File: config.mk
export PLATFORM = sky130hd
export DESIGN_NAME = multichannel_moving_average_unit_flat
export DESIGN_NICKNAME = d
export VERILOG_FILES = /design/src/hw/rtl/mma_pkg.sv /design/src/hw/rtl/mma_if.sv /design/src/hw/rtl/mma_ram.sv /design/src/hw/rtl/mma_ctrl.sv /design/src/hw/rtl/mma_dpath.sv /design/src/hw/rtl/multichannel_moving_average_unit.sv /design/src/flat_wrapper.sv
export SDC_FILE = /design/constraint.sdc
export NUM_CORES = 2
export LEC_CHECK = 0
export BUFFER_PORTS_ARGS = -buffer_cell sky130_fd_sc_hd__buf_2
export CORE_ASPECT_RATIO = 2
export CORE_MARGIN = 5
export CORE_UTILIZATION = 62
export CTS_CLUSTER_SIZE = 28
export DETAILED_ROUTE_END_ITERATION = 10
export PLACE_DENSITY = 0.79
export SYNTH_ARGS = -nofsm -noshare
export SYNTH_HDL_FRONTEND = slang
export SYNTH_SLANG_ARGS = --single-unit
File: constraint.sdc
create_clock -name clk -period 16.15 [get_ports clk]
set_input_delay 2.4225 -clock clk [delete_from_list [all_inputs] [get_ports clk]]
set_output_delay 2.4225 -clock clk [all_outputs]
set_load 0.05 [all_outputs]
File: src/hw/rtl/mma_pkg.sv
// ----------------------------------------------------------------------------
// mma_pkg
// Shared types and constants of the multichannel moving average unit.
// ----------------------------------------------------------------------------
`default_nettype none

package mma_pkg;

  // Field widths
  localparam int unsigned CH_W      = 3;
  localparam int unsigned SAMPLE_W  = 16;
  localparam int unsigned REF_W     = 13;
  localparam int unsigned COUNT_W   = 32;
  localparam int unsigned SUM_W     = 22;
  localparam int unsigned PROD_W    = SAMPLE_W + REF_W;
  localparam int unsigned DIV_CNT_W = $clog2(SUM_W);

  // Millivolt scaling divides by 2^SCALE_SHIFT - 1
  localparam int unsigned SCALE_SHIFT = 16;

  localparam logic [REF_W-1:0] REF_RESET = REF_W'(3300);

  // Controller states
  typedef enum logic [2:0] {
    ST_IDLE,
    ST_READ,
    ST_UPDATE,
    ST_DIVIDE,
    ST_MULT,
    ST_SCALE
  } mma_state_t;

  // Commands from controller to datapath
  typedef struct packed {
    logic capture;
    logic update;
    logic div_step;
    logic mult;
    logic emit;
  } mma_cmd_t;

  // Status from datapath to controller
  typedef struct packed {
    logic ch_ok;
    logic div_done;
    logic out_free;
  } mma_status_t;

endpackage

`default_nettype wire

File: src/hw/rtl/mma_if.sv
// ----------------------------------------------------------------------------
// mma_in_if / mma_out_if
// Valid/ready channels for tagged samples and for averaged results.
// ----------------------------------------------------------------------------
`default_nettype none

interface mma_in_if import mma_pkg::*; ();
  logic                valid;
  logic                ready;
  logic [CH_W-1:0]     channel;
  logic [SAMPLE_W-1:0] sample;

  modport source (output valid, output channel, output sample, input ready);
  modport sink   (input valid, input channel, input sample, output ready);
endinterface

interface mma_out_if import mma_pkg::*; ();
  logic                valid;
  logic                ready;
  logic [CH_W-1:0]     out_channel;
  logic [SAMPLE_W-1:0] sample_mean;
  logic [REF_W-1:0]    average_millivolts;
  logic                window_filled;
  logic [COUNT_W-1:0]  channel_sample_total;

  modport source (output valid, output out_channel, output sample_mean,
                  output average_millivolts, output window_filled,
                  output channel_sample_total, input ready);
  modport sink   (input valid, input out_channel, input sample_mean,
                  input average_millivolts, input window_filled,
                  input channel_sample_total, output ready);
endinterface

`default_nettype wire

File: src/hw/rtl/mma_ram.sv
// ----------------------------------------------------------------------------
// mma_ram
// Generic single-write, single-read RAM with registered read data.
// ----------------------------------------------------------------------------
`default_nettype none

module mma_ram #(
  parameter int unsigned WIDTH = 16,
  parameter int unsigned DEPTH = 60
) (
  input  wire logic                     clk,
  input  wire logic                     we,
  input  wire logic [$clog2(DEPTH)-1:0] waddr,
  input  wire logic [WIDTH-1:0]         wdata,
  input  wire logic [$clog2(DEPTH)-1:0] raddr,
  output logic      [WIDTH-1:0]         rdata
);

  logic [WIDTH-1:0] mem [DEPTH];

  // Write port and registered read port
  always_ff @(posedge clk) begin
    if (we) begin
      mem[waddr] <= wdata;
    end
    rdata <= mem[raddr];
  end

endmodule

`default_nettype wire

File: src/hw/rtl/mma_ctrl.sv
// ----------------------------------------------------------------------------
// mma_ctrl
// Sequencer: accepts a sample, walks it through ring read, state update,
// division, scaling, and hands the result to the output register.
// ----------------------------------------------------------------------------
`default_nettype none

module mma_ctrl import mma_pkg::*; (
  input  wire logic        clk,
  input  wire logic        rst,
  input  wire logic        in_valid,
  output logic             in_ready,
  input  wire mma_status_t status,
  output mma_cmd_t         cmd
);

  mma_state_t state;
  mma_state_t state_next;

  // State register
  always_ff @(posedge clk) begin
    if (rst) begin
      state <= ST_IDLE;
    end else begin
      state <= state_next;
    end
  end

  // Next state and commands
  always_comb begin
    state_next = state;
    cmd        = '0;
    in_ready   = 1'b0;
    unique case (state)
      ST_IDLE: begin
        in_ready = 1'b1;
        // drop out-of-range channels without leaving idle
        if (in_valid && status.ch_ok) begin
          cmd.capture = 1'b1;
          state_next  = ST_READ;
        end
      end
      ST_READ: begin
        state_next = ST_UPDATE;
      end
      ST_UPDATE: begin
        cmd.update = 1'b1;
        state_next = ST_DIVIDE;
      end
      ST_DIVIDE: begin
        cmd.div_step = 1'b1;
        if (status.div_done) begin
          state_next = ST_MULT;
        end
      end
      ST_MULT: begin
        cmd.mult   = 1'b1;
        state_next = ST_SCALE;
      end
      ST_SCALE: begin
        // hold until the output register can take the beat
        if (status.out_free) begin
          cmd.emit   = 1'b1;
          state_next = ST_IDLE;
        end
      end
      default: begin
        state_next = ST_IDLE;
      end
    endcase
  end

endmodule

`default_nettype wire

File: src/hw/rtl/mma_dpath.sv
// ----------------------------------------------------------------------------
// mma_dpath
// Per-channel state, sample ring, bit-serial divider, millivolt scaler
// and output register.
// ----------------------------------------------------------------------------
`default_nettype none

module mma_dpath import mma_pkg::*; #(
  parameter int unsigned CHANNELS = 6,
  parameter int unsigned WINDOW   = 10
) (
  input  wire logic                clk,
  input  wire logic                rst,
  input  wire mma_cmd_t            cmd,
  output mma_status_t              status,
  input  wire logic [CH_W-1:0]     in_channel,
  input  wire logic [SAMPLE_W-1:0] in_sample,
  input  wire logic                cfg_write,
  input  wire logic [REF_W-1:0]    cfg_data,
  input  wire logic                out_ready,
  output logic                     out_valid,
  output logic [CH_W-1:0]          out_channel,
  output logic [SAMPLE_W-1:0]      sample_mean,
  output logic [REF_W-1:0]         average_millivolts,
  output logic                     window_filled,
  output logic [COUNT_W-1:0]       channel_sample_total
);

  localparam int unsigned DEPTH = CHANNELS * WINDOW;
  localparam int unsigned AW    = $clog2(DEPTH);
  localparam int unsigned CW    = (CHANNELS > 1) ? $clog2(CHANNELS) : 1;
  localparam int unsigned PW    = $clog2(WINDOW);
  localparam int unsigned HW    = $clog2(WINDOW + 1);

  // Captured item and reference register
  logic [CH_W-1:0]     ch_reg;
  logic [SAMPLE_W-1:0] sample_reg;
  logic [REF_W-1:0]    ref_mv;

  // Per-channel state
  logic [SUM_W-1:0]   sum_arr  [CHANNELS];
  logic [PW-1:0]      pos_arr  [CHANNELS];
  logic               full_arr [CHANNELS];
  logic [COUNT_W-1:0] cnt_arr  [CHANNELS];

  // Result bookkeeping, divider and scaler
  logic                 res_full;
  logic [COUNT_W-1:0]   res_count;
  logic [HW-1:0]        divisor;
  logic [HW-1:0]        rem;
  logic [SUM_W-1:0]     quo;
  logic [DIV_CNT_W-1:0] div_cnt;
  logic [PROD_W-1:0]    prod;

  logic [CW-1:0]       idx;
  logic [SUM_W-1:0]    cur_sum;
  logic [PW-1:0]       cur_pos;
  logic                cur_full;
  logic [COUNT_W-1:0]  cur_cnt;
  logic [AW-1:0]       ring_addr;
  logic [SAMPLE_W-1:0] old_sample;
  logic [SUM_W-1:0]    sum_next;
  logic [PW-1:0]       pos_next;
  logic                full_next;
  logic [HW-1:0]       held;
  logic [HW:0]         trial;
  logic [HW:0]         diff;
  logic                take;
  logic [PROD_W:0]     scale_sum;
  logic [REF_W-1:0]    mv;

  // Look up the current channel
  assign idx      = ch_reg[CW-1:0];
  assign cur_sum  = sum_arr[idx];
  assign cur_pos  = pos_arr[idx];
  assign cur_full = full_arr[idx];
  assign cur_cnt  = cnt_arr[idx];

  assign ring_addr = AW'(ch_reg) * AW'(WINDOW) + AW'(cur_pos);

  mma_ram #(
    .WIDTH (SAMPLE_W),
    .DEPTH (DEPTH)
  ) u_ring (
    .clk   (clk),
    .we    (cmd.update),
    .waddr (ring_addr),
    .wdata (sample_reg),
    .raddr (ring_addr),
    .rdata (old_sample)
  );

  // Drop the oldest sample once the ring is full, add the new one
  always_comb begin
    if (cur_full) begin
      sum_next = cur_sum - SUM_W'(old_sample) + SUM_W'(sample_reg);
    end else begin
      sum_next = cur_sum + SUM_W'(sample_reg);
    end
    if (cur_pos == PW'(WINDOW - 1)) begin
      pos_next = '0;
    end else begin
      pos_next = cur_pos + PW'(1);
    end
    full_next = cur_full || (pos_next == '0);
    held      = full_next ? HW'(WINDOW) : HW'(pos_next);
  end

  // Restoring divider step
  assign trial = {rem, quo[SUM_W-1]};
  assign diff  = trial - {1'b0, divisor};
  assign take  = (trial >= {1'b0, divisor});

  // Divide by 65535: exact for products below 2^32
  assign scale_sum = (PROD_W + 1)'(prod) + (PROD_W + 1)'(prod >> SCALE_SHIFT)
                   + (PROD_W + 1)'(1);
  assign mv        = REF_W'(scale_sum >> SCALE_SHIFT);

  assign status.ch_ok    = ({1'b0, in_channel} < (CH_W + 1)'(CHANNELS));
  assign status.div_done = (div_cnt == DIV_CNT_W'(SUM_W - 1));
  assign status.out_free = !out_valid || out_ready;

  // Reference register
  always_ff @(posedge clk) begin
    if (rst) begin
      ref_mv <= REF_RESET;
    end else if (cfg_write) begin
      ref_mv <= cfg_data;
    end
  end

  // Per-channel state update
  always_ff @(posedge clk) begin
    if (rst) begin
      for (int i = 0; i < CHANNELS; i++) begin
        sum_arr[i]  <= '0;
        pos_arr[i]  <= '0;
        full_arr[i] <= 1'b0;
        cnt_arr[i]  <= '0;
      end
    end else if (cmd.update) begin
      sum_arr[idx]  <= sum_next;
      pos_arr[idx]  <= pos_next;
      full_arr[idx] <= full_next;
      cnt_arr[idx]  <= cur_cnt + COUNT_W'(1);
    end
  end

  // Capture, divide and multiply
  always_ff @(posedge clk) begin
    if (cmd.capture) begin
      ch_reg     <= in_channel;
      sample_reg <= in_sample;
    end
    if (cmd.update) begin
      res_full  <= full_next;
      res_count <= cur_cnt + COUNT_W'(1);
      divisor   <= held;
      rem       <= '0;
      quo       <= sum_next;
      div_cnt   <= '0;
    end else if (cmd.div_step) begin
      rem     <= take ? diff[HW-1:0] : trial[HW-1:0];
      quo     <= {quo[SUM_W-2:0], take};
      div_cnt <= div_cnt + DIV_CNT_W'(1);
    end
    if (cmd.mult) begin
      prod <= PROD_W'(quo[SAMPLE_W-1:0]) * PROD_W'(ref_mv);
    end
  end

  // Output register
  always_ff @(posedge clk) begin
    if (rst) begin
      out_valid <= 1'b0;
    end else if (cmd.emit) begin
      out_valid <= 1'b1;
    end else if (out_ready) begin
      out_valid <= 1'b0;
    end
  end

  always_ff @(posedge clk) begin
    if (cmd.emit) begin
      out_channel          <= ch_reg;
      sample_mean          <= quo[SAMPLE_W-1:0];
      average_millivolts   <= mv;
      window_filled        <= res_full;
      channel_sample_total <= res_count;
    end
  end

endmodule

`default_nettype wire

File: src/hw/rtl/multichannel_moving_average_unit.sv
// ----------------------------------------------------------------------------
// multichannel_moving_average_unit
// Boxcar moving average over a window of samples per converter channel.
// ----------------------------------------------------------------------------
// Each beat on feed carries a channel number and a 16-bit sample. For an
// in-range channel the sample enters that channel's ring, the running sum
// drops the oldest sample once the ring is full, and one beat leaves on
// result with the truncated mean, the mean scaled to millivolts by
// cfg_data (reset 3300), the window-full flag and the channel's sample
// count. A channel at or above CHANNELS is taken and gives no beat. An
// in-range sample occupies the unit through acceptance, a ring read, an
// update, 22 steps of the bit-serial divider for the mean, a multiply
// and a scaling step. A finished result waits in the output register
// while the next sample is taken; the unit holds only if a second result
// is ready before the first has been taken.
// Write cfg_data only while the unit is idle.
`default_nettype none

module multichannel_moving_average_unit import mma_pkg::*; #(
  parameter int unsigned CHANNELS = 6,
  parameter int unsigned WINDOW   = 10
) (
  input  wire logic             clk,
  input  wire logic             rst,
  mma_in_if.sink                feed,
  mma_out_if.source             result,
  input  wire logic             cfg_write,
  input  wire logic [REF_W-1:0] cfg_data
);

  mma_cmd_t    cmd;
  mma_status_t status;
  logic        in_ready;
  logic        out_valid;

  assign feed.ready   = in_ready;
  assign result.valid = out_valid;

  mma_ctrl u_ctrl (
    .clk      (clk),
    .rst      (rst),
    .in_valid (feed.valid),
    .in_ready (in_ready),
    .status   (status),
    .cmd      (cmd)
  );

  mma_dpath #(
    .CHANNELS (CHANNELS),
    .WINDOW   (WINDOW)
  ) u_dpath (
    .clk                  (clk),
    .rst                  (rst),
    .cmd                  (cmd),
    .status               (status),
    .in_channel           (feed.channel),
    .in_sample            (feed.sample),
    .cfg_write            (cfg_write),
    .cfg_data             (cfg_data),
    .out_ready            (result.ready),
    .out_valid            (out_valid),
    .out_channel          (result.out_channel),
    .sample_mean          (result.sample_mean),
    .average_millivolts   (result.average_millivolts),
    .window_filled        (result.window_filled),
    .channel_sample_total (result.channel_sample_total)
  );

  // A result is loaded only into a free output register
  a_emit_free: assert property (@(posedge clk) disable iff (rst)
    cmd.emit |-> (!out_valid || result.ready))
    else $error("result loaded over an untaken beat");

  // A loaded result shows on the port in the next cycle
  a_emit_shows: assert property (@(posedge clk) disable iff (rst)
    cmd.emit |=> out_valid)
    else $error("loaded result not presented");

  // An out-of-range channel leaves the unit ready
  a_drop_ready: assert property (@(posedge clk) disable iff (rst)
    (feed.valid && in_ready && ({1'b0, feed.channel} >= (CH_W + 1)'(CHANNELS)))
    |=> in_ready)
    else $error("dropped sample stalled the input");

  // An in-range sample starts processing and blocks further input
  a_take_busy: assert property (@(posedge clk) disable iff (rst)
    (feed.valid && in_ready && ({1'b0, feed.channel} < (CH_W + 1)'(CHANNELS)))
    |=> !in_ready)
    else $error("input still open while a sample is processed");

endmodule

`default_nettype wire
File: src/flat_wrapper.sv
// flat-port wrapper written by rule: the top's interface ports become plain ports
module multichannel_moving_average_unit_flat import mma_pkg::*;
#(
  parameter int unsigned CHANNELS = 6,
  parameter int unsigned WINDOW   = 10
)
  (clk, rst, cfg_write, cfg_data, feed_valid, feed_channel, feed_sample, feed_ready, result_valid, result_out_channel, result_sample_mean, result_average_millivolts, result_window_filled, result_channel_sample_total, result_ready);
  mma_in_if feed_i ();
  mma_out_if result_i ();
  input  wire logic clk;
  input  wire logic rst;
  input  wire logic cfg_write;
  input  wire logic [REF_W-1:0] cfg_data;
  input wire logic [$bits(feed_i.valid)-1:0] feed_valid;
  input wire logic [$bits(feed_i.channel)-1:0] feed_channel;
  input wire logic [$bits(feed_i.sample)-1:0] feed_sample;
  output wire logic [$bits(feed_i.ready)-1:0] feed_ready;
  output wire logic [$bits(result_i.valid)-1:0] result_valid;
  output wire logic [$bits(result_i.out_channel)-1:0] result_out_channel;
  output wire logic [$bits(result_i.sample_mean)-1:0] result_sample_mean;
  output wire logic [$bits(result_i.average_millivolts)-1:0] result_average_millivolts;
  output wire logic [$bits(result_i.window_filled)-1:0] result_window_filled;
  output wire logic [$bits(result_i.channel_sample_total)-1:0] result_channel_sample_total;
  input wire logic [$bits(result_i.ready)-1:0] result_ready;
  assign feed_i.valid = feed_valid;
  assign feed_i.channel = feed_channel;
  assign feed_i.sample = feed_sample;
  assign feed_ready = feed_i.ready;
  assign result_valid = result_i.valid;
  assign result_out_channel = result_i.out_channel;
  assign result_sample_mean = result_i.sample_mean;
  assign result_average_millivolts = result_i.average_millivolts;
  assign result_window_filled = result_i.window_filled;
  assign result_channel_sample_total = result_i.channel_sample_total;
  assign result_i.ready = result_ready;
  multichannel_moving_average_unit #(.CHANNELS(CHANNELS), .WINDOW(WINDOW)) u_core (.clk(clk), .rst(rst), .feed(feed_i), .result(result_i), .cfg_write(cfg_write), .cfg_data(cfg_data));
endmodule
Word-level counts from Yosys, hierarchy flattened
Memory sizes are Yosys's and may differ from the RTL's. A register that Yosys moved wholly into a read port is not among the register bits.
Index checks and enable logic that the tools add are counted.

storage, ports and cells
  bits in registers = 198
  bits in writable memories = 1314
  input port bits = 37
  logic and storage cells = 100
  memories kept = 5

cells by class
  add/subtract/negate cells = 10
  $mul = 2
  $lt $le $gt $ge = 2
  eq/ne operators = 10
  multiplexer cells = 41
  reduce and logical (&&, ||, !) cells = 13

memories
  memory                     depth  width  rd ports  clocked after memory_dff  wr ports  RTL line         text
  u_core.u_dpath.u_ring.mem  60     16     1         1                         1         mma_ram.sv:19    logic [WIDTH-1:0] mem [DEPTH];
  u_core.u_dpath.cnt_arr     6      32     1         1                         6         mma_dpath.sv:44  logic [COUNT_W-1:0] cnt_arr [CHANNELS];
  u_core.u_dpath.sum_arr     6      22     1         1                         6         mma_dpath.sv:41  logic [SUM_W-1:0] sum_arr [CHANNELS];
  u_core.u_dpath.pos_arr     6      4      1         1                         6         mma_dpath.sv:42  logic [PW-1:0] pos_arr [CHANNELS];
  u_core.u_dpath.full_arr    6      1      1         1                         6         mma_dpath.sv:43  logic full_arr [CHANNELS];

operators with widths
  operator                                                            number
  22-bit 2-to-1 mux                                                   4
  22-bit by 16-bit adder with 22-bit output                           2
  3-bit 2-to-1 mux                                                    11
  32-bit by 1-bit adder with 32-bit output, second input constant     1
  32-bit 2-to-1 mux                                                   1
  32-bit OR reduction                                                 1
  29-bit by 1-bit adder with 29-bit output, second input constant     1
  29-bit by 13-bit adder with 29-bit output                           1
  16-bit by 13-bit multiplier with 29-bit output                      1
  22-bit OR reduction                                                 1
  22-bit by 16-bit subtractor with 22-bit output                      1
  1-bit 2-to-1 mux                                                    21
  3-bit one-hot mux with 6 select lines                               1
  4-bit 2-to-1 mux                                                    3
  6-bit by 4-bit adder with 6-bit output                              1
  3-bit by 2-bit == test with 1-bit output, second input constant     2
  3-bit == test, second input constant                                2
  5-bit by 1-bit adder with 5-bit output, second input constant       1
  5-bit == test, second input constant                                1
  5-bit by 4-bit greater-or-equal comparator with 1-bit output        1
  3-bit by 3-bit multiplier with 5-bit output, second input constant  1
  4-bit by 1-bit adder with 4-bit output, second input constant       1
  4-bit == test, second input constant                                1
  4-bit logical NOT                                                   1
  other kinds (13)                                                    16

Longest topological paths before layout
  depth in word-level cells = 7
  gate-level depth with buffers = 23
  depth with buffers taken out = 21

By module
Synthesis repeated with hierarchy kept, for this count alone.

second synthesis, totals
  cells, all modules = 4629
  area, all modules = 74634.1 sq um

modules (own cells, without submodules)
  module     times used  cells an instance  area an instance (sq um)  seq. area each (sq um)
  mma_ram    1           1709               37213.2                   29148.0
  mma_dpath  1           2893               37205.7                   19859.0
  mma_ctrl   1           27                 215.2                     60.1

Worst setup path before layout
Ideal clock, no wire load.

  path type = input -> register
  from = in rst
  to = mem u_core.u_dpath.cnt_arr[4][0], enable pin
  library setup time = 488 ps
  arrival time = 5761 ps
  path slack = 9901 ps
  cell stages on the path = 4
  buffers on the path = 1
  cell sequence = clkbuf_1 -> nor2_1 -> a21o_1 -> o21bai_1

RTL lines
  item             RTL line            text
  start, declared  flat_wrapper.sv:11  input wire logic rst;
  end, declared    mma_dpath.sv:44

==> flow_metrics.env <==
export IMPL_vias=46200
export IMPL_max_vdd_ir_drop_uv=627
export IMPL_core_area_um2=118000
export IMPL_post_cts_setup_buffer_count=0
export IMPL_synth_top_area_share_pct=65.4
export IMPL_dp_slack_ns=8.26
export IMPL_avgViaCountPerCell=6.76
export IMPL_port_buffers=103
export IMPL_yosysWarnings=0
export IMPL_fin_skew_ns=0.0491
export IMPL_worst_slew_pin_slew_ns=1.28
export IMPL_power_net_switching_uw=8000
export IMPL_syn_to_final_growth_pct=9.76
export IMPL_path_max_fanout=53
export IMPL_regMostFlops="u_core.u_dpath.u_ring.mem"
export IMPL_regArea_um2=49100
export IMPL_fin_ws_ns=8.05
export IMPL_remaining_drc_errors=0
export IMPL_ctsResizeCount=0
export IMPL_cts_clk_slew_worst_paths_ns=0.07
export IMPL_cp_slowest_cell="fa_4"
export IMPL_synth_net_count=5397
export IMPL_path_buf_inv=6
export IMPL_drv_cap=0
export IMPL_synth_largest_area_cell="edfxtp_1"
export IMPL_grt_max_degree=132
export IMPL_syn_cell_area_um2=73700
export IMPL_rsz0062_at_grt="no"
export IMPL_synthArstFlopShare_pct=0
export IMPL_wl_mm=200
export IMPL_period_share_pct=50.1
export IMPL_finalHoldViolations=0
export IMPL_synth_sequential_area_ratio_pct=66.6
export IMPL_ctsHtreeMaxLevel=4
export IMPL_gp_congestion=1.01
export IMPL_ctsRootBufferMaster="clkbuf_16"
export IMPL_multi_input_area_um2=22400
export IMPL_rows=179
export IMPL_clock_sinks=1649
export IMPL_p_int_uw=10600
export IMPL_dr_pass1_iters=9
export IMPL_fillerInstances=7624
export IMPL_cts_made_buffers=138
export IMPL_die_w_um=254
export IMPL_maxSlewHeadroom_pct=14.0
export IMPL_grt_util_all_layers_pct=31.5
export IMPL_pin_count=104
export IMPL_start_kind="register"
export IMPL_detail_route_antenna_nets=0
export IMPL_period_needed_ns=8.10
export IMPL_synth_edf_count=1604
export IMPL_synth_cells=5047
export IMPL_arrival_ns=8.58
export IMPL_timing_fmax_mhz=124
export IMPL_outcome="completed"
export IMPL_crit_type="reg2reg"
export IMPL_clock_power_share_pct=18.2
export IMPL_yosysMostFrequentCell="edfxtp_1"
export IMPL_p_leak_uw=0.0292
export IMPL_setup_tns_ns=0
export IMPL_ys_types=73
export IMPL_syn_area_per_cell_um2=14.6
export IMPL_hold_buffers=0
export IMPL_largestRegisters="u_core.u_dpath.u_ring.mem (960), u_core.u_dpath.cnt_arr (256), u_core.u_dpath.sum_arr (176)"
export IMPL_grt_pass1_wl_mm=294
export IMPL_yosys_top_cells_area="edfxtp_1 65%, mux4_2 5.0%, fa_1 4.7%"
export IMPL_grt_pass1_vias=46800
export IMPL_largest_reg_flops=960
export IMPL_avgRoutedWirePerCell_um=29.3
export IMPL_crit_chain="buf_4 -> mux4_2 -> mux2i_1 -> inv_1 -> ha_4 -> fa_4 -> buf_4 -> nand2_1 -> buf_4 -> nor2_2 -> buf_4 -> nand2_1 -> nor2_1 -> buf_4"
export IMPL_start_util_pct=62.2
export IMPL_clock_path_buffers=3
export IMPL_cp_end_kind="register"
export IMPL_path_delay_family="buffers and inverters"
export IMPL_setup_viol=0
export IMPL_clock_latency_ns=0.79
export IMPL_drt_iter0_markers=6989
export IMPL_dp_hpwl_mm=119
export IMPL_die_y_um=497
export IMPL_synth_main_ff_cell="edfxtp_1"
export IMPL_gr_total_overflow=0
export IMPL_hold_class="reg2reg"
export IMPL_crit_path_max_incr_delay_ns=1.02
export IMPL_power_density_nw_per_um2=230
export IMPL_cts_tree="built"
export IMPL_pwr_share_seq_pct=30.1
export IMPL_cp_common_cell="buf_4"
export IMPL_design_die_area_um2=126000
export IMPL_drive_gt1_share_pct=12.9
export IMPL_antenna_found_initial=11
export IMPL_crit_required_ns=16.63
export IMPL_synth_common_cells="1604 x edfxtp_1, 525 x nor2_1, 441 x nand2_1"
export IMPL_final_nets=5534
export IMPL_combinationalPowerShare_pct=51.8
export IMPL_ys_ff_latch=1649
export IMPL_slew_violations=0
export IMPL_swShare_pct=43.1
metal layers:
metal | routed length, um | share of wire (%) | GRT usage [%]
met2 | 93300 | 47 | 48.6
met1 | 67400 | 34 | 41.4
met4 | 13700 | 6.9 | 17.4
met3 | 25500 | 13 | 7.94
met5 | 28 | 0.014 | 0
metrics by stage:
step                instance area, um^2  hold slack, ns  instances  power (uW)  utilization [%]
CTS                               80800           0.410       6827       18400             68.2
finish                            80800           0.412       6832       18600             68.2
floorplan                         73700           0.400       5047       12000                -
detailed placement                76300           0.405       6582       15000             64.4
global route                      80800           0.431       6828       19500             68.2
global placement                  76300           0.401       6582       14700             64.4
cell type report:
class / instances / share of cell area (%)
flip-flops and latches: 1649 / 60.7
multi-input cells: 2805 / 27.7
clock buffers: 161 / 4.43
well taps: 1538 / 2.38
repair buffers: 248 / 2.03
inverters: 342 / 1.59
clock inverters: 84 / 1.16
diodes: 5 / 0.0155
logic make-up (layout without fill, tap and decap cells):
family / Yosys count / count (layout) / share of synthesized area [%]
AND/OR/NAND/NOR: 1352 / 1352 / 8.01
flip-flops: 1649 / 1649 / 66.6
XOR/XNOR: 108 / 108 / 1.28
AO/OA/AOI/OAI: 704 / 704 / 6.36
adder cells (fa/ha/maj): 313 / 313 / 7.08
multiplexers: 328 / 328 / 7.38
other: 0 / 5 / 0
buffers and inverters: 593 / 835 / 3.27
placed cells by master, fill, tap and decap left out, drive strengths merged, types with 41 or more instances in the layout:
| cell | Yosys | layout |
|---|---|---|
| a22oi | 85 | 85 |
| mux4 | 169 | 169 |
| clkbuf | 150 | 161 |
| a21oi | 156 | 156 |
| a31oi | 55 | 55 |
| xnor2 | 67 | 67 |
| xor2 | 41 | 41 |
| ha | 140 | 140 |
| nor2 | 528 | 528 |
| and2 | 99 | 99 |
| dfxtp | 45 | 45 |
| o21ai | 142 | 142 |
| fa | 173 | 173 |
| inv | 341 | 351 |
| buf | 101 | 248 |
| nand2 | 441 | 441 |
| nand3 | 115 | 115 |
| clkinv | 1 | 60 |
| mux2i | 142 | 142 |
| edfxtp | 1604 | 1604 |
power groups by stage:
stage | Clock (uW) | Combinational [uW] | Sequential [uW]
6_report | 3370 | 9610 | 5580
5_1_grt | 3570 | 10300 | 5590
2_1_floorplan | 0 | 6400 | 5620
3_3_place_gp | 0 | 9100 | 5640
4_1_cts | 3390 | 9430 | 5570
3_5_place_dp | 0 | 9340 | 5660
worst register-to-register path: stages (launching register included):
cell and delay, ns:
dfxtp_4 0.87, buf_4 0.98, mux4_2 0.63, mux2i_1 0.31, inv_1 0.22, ha_4 0.22
fa_4 1.02, buf_4 0.67, nand2_1 0.63, buf_4 0.38, nor2_2 0.11, buf_4 0.31
nand2_1 0.48, nor2_1 0.66, buf_4 0.30
final timing paths:
kind / start / endpoint / slack (ns) / depth (start not counted)
min: u_core.u_dpath.res_count[11] / u_core.u_dpath.channel_sample_total[11] / 0.41 / 0
min reg2reg: u_core.u_dpath.res_count[11] / u_core.u_dpath.channel_sample_total[11] / 0.41 / 0
max: register / u_core.u_dpath.u_ring.mem[7][15] / 8.05 / 14
max reg2reg: register / u_core.u_dpath.u_ring.mem[7][15] / 8.05 / 14
No activity file was read; power rests on OpenSTA's default activity.
